==> src/hdl/elev_pkg.sv <==
`default_nettype none

package elev_pkg;

    typedef logic [1:0] floor_t;
    typedef logic [2:0] mask_t;
    typedef logic [7:0] ticks_t;

    localparam floor_t FLOOR_NONE   = 2'd0;
    localparam floor_t FLOOR_GROUND = 2'd1;
    localparam floor_t FLOOR_MID    = 2'd2;
    localparam floor_t FLOOR_TOP    = 2'd3;

    localparam ticks_t TICKS_RESET = 8'd15;

    // One time-base tick as it comes in.
    typedef struct packed {
        mask_t hall_up_calls;
        mask_t hall_down_calls;
        mask_t cabin_calls;
        mask_t obstacle_flags;
    } item_t;

    // One result beat.
    typedef struct packed {
        logic   motor_up;
        logic   motor_down;
        mask_t  floor_lamp;
        floor_t current_floor;
        logic   moving;
    } result_t;

    // One-hot lamp for a floor; dark for the unused code.
    function automatic mask_t lamp_of(input floor_t fl);
        mask_t lamp;
        begin
            case (fl)
                FLOOR_GROUND: lamp = 3'b001;
                FLOOR_MID:    lamp = 3'b010;
                FLOOR_TOP:    lamp = 3'b100;
                default:      lamp = 3'b000;
            endcase
            return lamp;
        end
    endfunction

endpackage

`default_nettype wire

==> src/hdl/elev_core.sv <==
`default_nettype none

// Car state and the per-tick update: trip start, segment count, floor step.
module elev_core (
    input  wire logic             clk,
    input  wire logic             rst_n,
    input  wire logic             advance,
    input  wire elev_pkg::item_t  item,
    input  wire elev_pkg::ticks_t ticks_per_floor,
    output elev_pkg::result_t     result
);

    elev_pkg::floor_t floor_reg,  floor_next;
    elev_pkg::floor_t target_reg, target_next;
    logic             active_reg, active_next;
    elev_pkg::ticks_t seg_reg,    seg_next;

    elev_pkg::mask_t  req;
    elev_pkg::mask_t  cand;
    elev_pkg::floor_t pick;
    elev_pkg::floor_t tgt;
    logic             blocked;
    logic             do_tick;
    logic             arrived;
    logic [8:0]       cnt;
    logic [8:0]       limit;

    always_comb
    begin
        req     = item.hall_up_calls | item.hall_down_calls | item.cabin_calls;
        blocked = (item.obstacle_flags != 3'b000);

        // lowest requested floor other than the current one
        cand = req & ~elev_pkg::lamp_of(floor_reg);
        if (cand[0])
            pick = elev_pkg::FLOOR_GROUND;
        else if (cand[1])
            pick = elev_pkg::FLOOR_MID;
        else if (cand[2])
            pick = elev_pkg::FLOOR_TOP;
        else
            pick = elev_pkg::FLOOR_NONE;

        tgt     = active_reg ? target_reg : pick;
        do_tick = !blocked && (active_reg || (pick != elev_pkg::FLOOR_NONE));

        // a fresh trip counts from zero
        cnt   = (active_reg ? {1'b0, seg_reg} : 9'd0) + 9'd1;
        limit = {1'b0, (ticks_per_floor == 8'd0) ? 8'd1 : ticks_per_floor};

        floor_next  = floor_reg;
        target_next = target_reg;
        active_next = active_reg;
        seg_next    = seg_reg;
        arrived     = 1'b0;

        if (do_tick)
        begin
            target_next = tgt;
            active_next = 1'b1;
            if (cnt >= limit)
            begin
                seg_next = 8'd0;
                if (tgt > floor_reg)
                    floor_next = floor_reg + 2'd1;
                else if (tgt < floor_reg)
                    floor_next = floor_reg - 2'd1;
                if (floor_next == tgt)
                begin
                    active_next = 1'b0;
                    arrived     = 1'b1;
                end
            end
            else
            begin
                seg_next = cnt[7:0];
            end
        end

        result.motor_up      = do_tick && !arrived && (tgt > floor_next);
        result.motor_down    = do_tick && !arrived && (tgt < floor_next);
        result.floor_lamp    = elev_pkg::lamp_of(floor_next);
        result.current_floor = floor_next;
        result.moving        = active_next;
    end

    always_ff @(posedge clk or negedge rst_n)
    begin
        if (!rst_n)
        begin
            floor_reg  <= elev_pkg::FLOOR_GROUND;
            target_reg <= elev_pkg::FLOOR_GROUND;
            active_reg <= 1'b0;
            seg_reg    <= 8'd0;
        end
        else if (advance)
        begin
            floor_reg  <= floor_next;
            target_reg <= target_next;
            active_reg <= active_next;
            seg_reg    <= seg_next;
        end
    end

endmodule

`default_nettype wire

==> src/hdl/three_floor_elevator_controller.sv <==
`default_nettype none

// Channel  Dir  Handshake              Beat contents
// in       in   in_valid / in_ready    hall_up_calls, hall_down_calls,
//                                      cabin_calls, obstacle_flags
// out      out  out_valid / out_ready  motor_up, motor_down, floor_lamp,
//                                      current_floor, moving
// cfg      in   cfg_valid / cfg_ready  cfg_data -> ticks_per_floor
//
// One tick per clock while the output is not stalled: an input beat lands in
// the input register, the car update runs in one pass through elev_core and
// the result lands in the output register.
// Reset puts the car idle at the ground floor with ticks_per_floor = 15.
// A stalled output holds the output register; the input register keeps
// taking a beat while it is empty or its contents move on in the same cycle.
// cfg_ready is always high; write only while no tick is in flight.
module three_floor_elevator_controller (
    input  wire logic       clk,
    input  wire logic       rst_n,

    input  wire logic       in_valid,
    output logic            in_ready,
    input  wire logic [2:0] hall_up_calls,
    input  wire logic [2:0] hall_down_calls,
    input  wire logic [2:0] cabin_calls,
    input  wire logic [2:0] obstacle_flags,

    output logic            out_valid,
    input  wire logic       out_ready,
    output logic            motor_up,
    output logic            motor_down,
    output logic [2:0]      floor_lamp,
    output logic [1:0]      current_floor,
    output logic            moving,

    input  wire logic       cfg_valid,
    output logic            cfg_ready,
    input  wire logic [7:0] cfg_data
);

    logic              in_vld_reg;
    elev_pkg::item_t   in_item_reg;
    logic              out_vld_reg;
    elev_pkg::result_t out_res_reg;
    elev_pkg::ticks_t  tpf_reg;

    elev_pkg::result_t step_res;
    logic              advance;

    // advance a tick from the input register into the output register
    assign advance   = in_vld_reg && (!out_vld_reg || out_ready);
    assign in_ready  = !in_vld_reg || advance;
    assign cfg_ready = 1'b1;

    always_ff @(posedge clk or negedge rst_n)
    begin
        if (!rst_n)
        begin
            in_vld_reg  <= 1'b0;
            out_vld_reg <= 1'b0;
            tpf_reg     <= elev_pkg::TICKS_RESET;
        end
        else
        begin
            if (in_ready)
                in_vld_reg <= in_valid;
            if (advance)
                out_vld_reg <= 1'b1;
            else if (out_ready)
                out_vld_reg <= 1'b0;
            if (cfg_valid)
                tpf_reg <= cfg_data;
        end
    end

    // payload registers: hold unless a new beat moves in
    always_ff @(posedge clk)
    begin
        if (in_ready && in_valid)
        begin
            in_item_reg.hall_up_calls   <= hall_up_calls;
            in_item_reg.hall_down_calls <= hall_down_calls;
            in_item_reg.cabin_calls     <= cabin_calls;
            in_item_reg.obstacle_flags  <= obstacle_flags;
        end
        if (advance)
            out_res_reg <= step_res;
    end

    elev_core u_core (
        .clk             (clk),
        .rst_n           (rst_n),
        .advance         (advance),
        .item            (in_item_reg),
        .ticks_per_floor (tpf_reg),
        .result          (step_res)
    );

    assign out_valid     = out_vld_reg;
    assign motor_up      = out_res_reg.motor_up;
    assign motor_down    = out_res_reg.motor_down;
    assign floor_lamp    = out_res_reg.floor_lamp;
    assign current_floor = out_res_reg.current_floor;
    assign moving        = out_res_reg.moving;

    // never drive both directions
    a_motor_excl: assert property (@(posedge clk) disable iff (!rst_n)
        out_valid |-> !(motor_up && motor_down))
        else $error("motor driven up and down at once");

    // lamp follows the reported floor
    a_lamp_floor: assert property (@(posedge clk) disable iff (!rst_n)
        out_valid |-> (floor_lamp == elev_pkg::lamp_of(current_floor)))
        else $error("floor lamp disagrees with current floor");

    // motor only runs during a trip
    a_motor_trip: assert property (@(posedge clk) disable iff (!rst_n)
        (out_valid && (motor_up || motor_down)) |-> moving)
        else $error("motor running with no trip");

    // a result beat appears only after a tick has been taken
    a_out_source: assert property (@(posedge clk) disable iff (!rst_n)
        (!out_valid || out_ready) && !in_vld_reg |=> !out_valid)
        else $error("result beat without an input tick");

endmodule

`default_nettype wire

==> config.mk <==
export PLATFORM = sky130hd
export DESIGN_NAME = three_floor_elevator_controller
export DESIGN_NICKNAME = d
export VERILOG_FILES = /design/src/hdl/elev_pkg.sv /design/src/hdl/elev_core.sv /design/src/hdl/three_floor_elevator_controller.sv
export SDC_FILE = /design/constraint.sdc
export NUM_CORES = 1
export LEC_CHECK = 0
export BUFFER_PORTS_ARGS = -buffer_cell sky130_fd_sc_hd__buf_2
export CAP_MARGIN = 0
export CORE_MARGIN = 1.5
export CORE_UTILIZATION = 45
export CTS_BUF_LIST = sky130_fd_sc_hd__clkbuf_8
export DETAILED_ROUTE_END_ITERATION = 10
export PLACE_DENSITY = 0.62
export SYNTH_ARGS = -nofsm -noshare
export SYNTH_HDL_FRONTEND = slang
export SYNTH_HIERARCHICAL = 1
export SYNTH_SLANG_ARGS = --single-unit
==> constraint.sdc <==
create_clock -name clk -period 4.4 [get_ports clk]
set_input_delay 0.22 -clock clk [delete_from_list [all_inputs] [get_ports clk]]
set_output_delay 0.22 -clock clk [all_outputs]
set_load 0.02 [all_outputs]
# == Word level (Yosys, flattened, before mapping) ==
# Index checks and enable logic that the tools add are counted.
# op_classes
addsub,3
magnitude_cmp,5
n_eq_ne,7
muxes,23
bitwise,4
n_reduce_logical,18
# op_table
cell,count
$mux 8,3
$mux 2,10
$pmux 3 s3,2
$add 9x1->9 const B,1
$ge 9x8->1,1
$eq 2x2->1 const B,4
$logic_not 8->1,1
$mux 1,8
$logic_and 1x1->1,6
$or 3x3->3,2
$eq 2x1->1 const B,2
$gt 2x2->1,2
$logic_not 1->1,4
$lt 2x2->1,2
$reduce_bool 2->1,2
$and 3x3->3,1
$logic_or 1x1->1,3
$not 3->3,1
$reduce_bool 3->1,1
$add 2x1->2 const B,1
$eq 2x2->1,1
$reduce_and 2->1,1
$sub 2x1->2 const B,1
# word_totals
regBits,43
in_bits,25
output_inout_bits,11
word_cells,76

# == Depth between registers and ports, before layout ==
# logic_depth
depth_word,20
mapped_depth,17
ltp_nobuf,17

# == Modules after synthesis ==
# The synthesis kept the hierarchy.
# by_module_without_submodules
mod,n_inst,cells_each,area_each_um2,seq_area_each_um2
elev_core,1,152,1367.6,327.8
three_floor_elevator_controller,1,47,1037.2,855.8

# == Least setup slack after synthesis ==
# No wires, ideal clock.
# synth_timing
path_kind,register -> register
start,reg u_core.seg_reg[0]
end,"reg out_res_reg, in the netlist motor_up, data pin"
setup_ns,0.269
t_arrival_ns,3.023
t_required_ns,4.131
setup_slack_ns,1.108
path_stages_with_launch,16
n_path_buf,0
synth_period_minus_slack_ns,3.292
cell_sequence,dfrtp_1 -> nand4_4 -> or3_1 -> xnor2_1 -> and2_1 -> ha_1 -> and3_1 -> a221oi_2 -> o21ai_2 -> o21ai_4 -> mux2i_1 -> ha_1 -> a21oi_1 -> a21oi_1 -> nand2_1 -> a31oi_1
# synth_lines
item,line_no,text
start: declaration,elev_core.sv:16,"elev_pkg::ticks_t seg_reg, seg_next;"
start signal: assignment,elev_core.sv:101,seg_reg <= seg_next;
end signal: assignment,three_floor_elevator_controller.sv:87,out_res_reg <= step_res;
end: declaration,three_floor_elevator_controller.sv:44,elev_pkg::result_t out_res_reg;

==> metrics.cfg <==
[grt]
grt_pass1_vias = 1433
grt_pass1_wl_mm = 6.90
grt_usage = 0.153
overflow = 0
grt_max_degree = 24
antenna_found_initial = 0

[min_path]
holdPathStages = 1
hp-start = cabin_calls[0]
hold_class = input pin to register
holdPathEnd = in_item_reg[3]

[floorplanning]
core_um2 = 5140
dieArea_um2 = 5790
die_h_um = 76.1
rows = 26
start_util = 0.468
die_x_um = 76.1
io_pins = 36

[place]
io_buffers = 34
dpl.hpwl_mm = 3.05
gp_congestion = 0.742
dp_cells = 299

[logic_synthesis]
ys_top_cells_by_area = edfxtp_1 (25%), dfrtp_1 (18%), ha_1 (7.8%)
synth.cells.most_frequent = edfxtp_1 (20), dfrtp_1 (17), inv_1 (16)
synth_edf_count = 20
yosys_warnings = 6
seq_area_frac_synth = 0.492
synth_top_area_share = 0.250
ys_types = 53
syn_inst = 199
async_reset_ff_frac = 0.535
yosysMostFrequentCell = edfxtp_1
yosys.area.top_type = edfxtp_1
syn_nets = 239
synth_top_flop_cell = edfxtp_1
syn_area_per_cell_um2 = 12.1
syn_area_um2 = 2400
ys_ff_latch = 43

[clocking]
post_cts_buffers = 0
clkSinkCount = 43
htreeDepth = 2
cts_buffers = 5
cts.reportedPaths.clkPinSlew_ps = 80
cts_tree = yes
clkLatencyLatePin_ps = 300
cts_root_buf = clkbuf_8
cts_buffer_depth = 2

[timing]
final_max_slew_viol_count = 0
fin_crit_sh = 0.816
finalSetupViolations = 0
fin_hold_ws_ps = 88.5
fmax_mhz = 279
hold_viol_final = 0
skew_ps = 4.77
grt_setup_unrepaired = false
setup_tns_ps = 0
max-slew-margin-rel = 0.563
fin_crit_ps = 3590
worstMarginPinSlew_ps = 655

[layout]
n_fill_cell = 467
largest_register_ffs = 12
multiInputGateArea_um2 = 1110
seq_area_um2 = 1180
layout-drive-gt1-share = 0.303
area_delta_synth_final_pct = 15.3
antenna_cells = 0
nets = 277
stdcell_count = 308

[route]
viasPerCell = 5.00
totalWireLength_mm = 4.11
drt-initial-drc-count = 91
drc = 0
routed-via-count = 1541
routedWlPerCell_um = 13.3
final_antenna_net_count = 0
drt_first_pass_iters = 4

[setup_path]
cp-end-kind = register
r2r_start = u_core/seg_reg[0]
crit_fanout = 7
r2r-end = motor_up
worst-setup-path-type = register to register
r2r.worst_path.cells = 15
cp.required_ps = 4440
cp-start-kind = register
crit_arrival_ps = 3630
rrSetupSlack_ps = 810

[pwr]
leakage_nw = 1.26
ir_drop_uv = 227
p_total_mw = 1.12
power.density_nw_per_um2 = 404

[status]
status = completed

[run]
maxCapViolCount = 0

[worst max-delay path, cell delays in order, from the launching register on]
cell and delay [ps]:
dfrtp_1 480, nand4_4 170, or3_1 350, xnor2_1 130
and2_1 170, ha_1 300, and3_1 180, a221oi_2 270
o21ai_2 180, o21ai_4 260, mux2i_1 230, ha_1 260
a21oi_1 170, a21oi_1 60, nand2_1 60, a31oi_1 40
[power breakdown]
part           internal, mW  total, mW  leakage, nW  switching, mW
combinational         0.103      0.245        0.726          0.142
clock                 0.226      0.366       0.0644          0.139
sequential            0.470      0.509        0.474         0.0386
[area by class of cell]
| type | instances | share of cell area |
|---|---|---|
| timing repair buffer | 36 | 0.0677 |
| clock buffer | 5 | 0.0248 |
| inverter | 17 | 0.0230 |
| sequential | 43 | 0.427 |
| clock inverter | 3 | 0.0244 |
| multi-input combinational | 134 | 0.402 |
| tap | 70 | 0.0316 |
[cells by family after synthesis]
logic type                 after synthesis  share of synthesized area
buffers and inverters                   22                     0.0442
xor gates and xnor gates                11                     0.0401
adders and majority gates               15                     0.0780
and+or+nand+nor                         50                      0.115
AOI/OAI and AO/OA                       43                      0.150
muxes                                   14                     0.0791
other                                    1                    0.00156
DFF                                     43                      0.492
[worst max path at each step]
stage / from / endpoint / slack, ps
5_1_grt: u_core/seg_reg[0] / motor_up / 600
3_3_place_gp: u_core/seg_reg[0] / motor_up / 940
3_5_place_dp: u_core/seg_reg[0] / motor_up / 860
2_1_floorplan: u_core/seg_reg[0] / motor_up / 1110
4_1_cts: u_core/seg_reg[0] / motor_up / 820
6_report: u_core/seg_reg[0] / motor_up / 810
[placed cells by master (no fill, tap or decap), types with 6 or more instances in the layout]
cell,count
mux2_4,10
inv_1,16
xnor2_1,7
nand2b_1,6
dfstp_2,6
nand2_1,15
ha_1,15
dfrtp_1,17
buf_2,34
edfxtp_1,20
a22o_1,7
nor2_1,7
[routing by layer]
layer / part of all wire / GRT usage / vias up
met3: 0.038 / 0.0359 / 6
met2: 0.45 / 0.234 / 40
met5: 0 / 0 / -
met4: 0.011 / 0.0500 / 0
met1: 0.50 / 0.214 / 696
li1: - / - / 799
[metrics by stage]
| step | util | worst slack [ps] | area (um2) |
|---|---|---|---|
| 2_1_floorplan | - | 1110 | 2400 |
| 3_3_place_gp | 0.511 | 935 | 2630 |
| 3_5_place_dp | 0.511 | 859 | 2630 |
| 4_1_cts | 0.540 | 820 | 2770 |
| 5_1_grt | 0.540 | 595 | 2770 |
| 6_report | 0.540 | 810 | 2770 |
[repair_timing]
action / in CTS / in global routing
gates resized for setup: 0 / 0
hold endpoints to repair: 17 / 0
hold buffers: 1 / 0
Power figures use the tool's default switching activity.
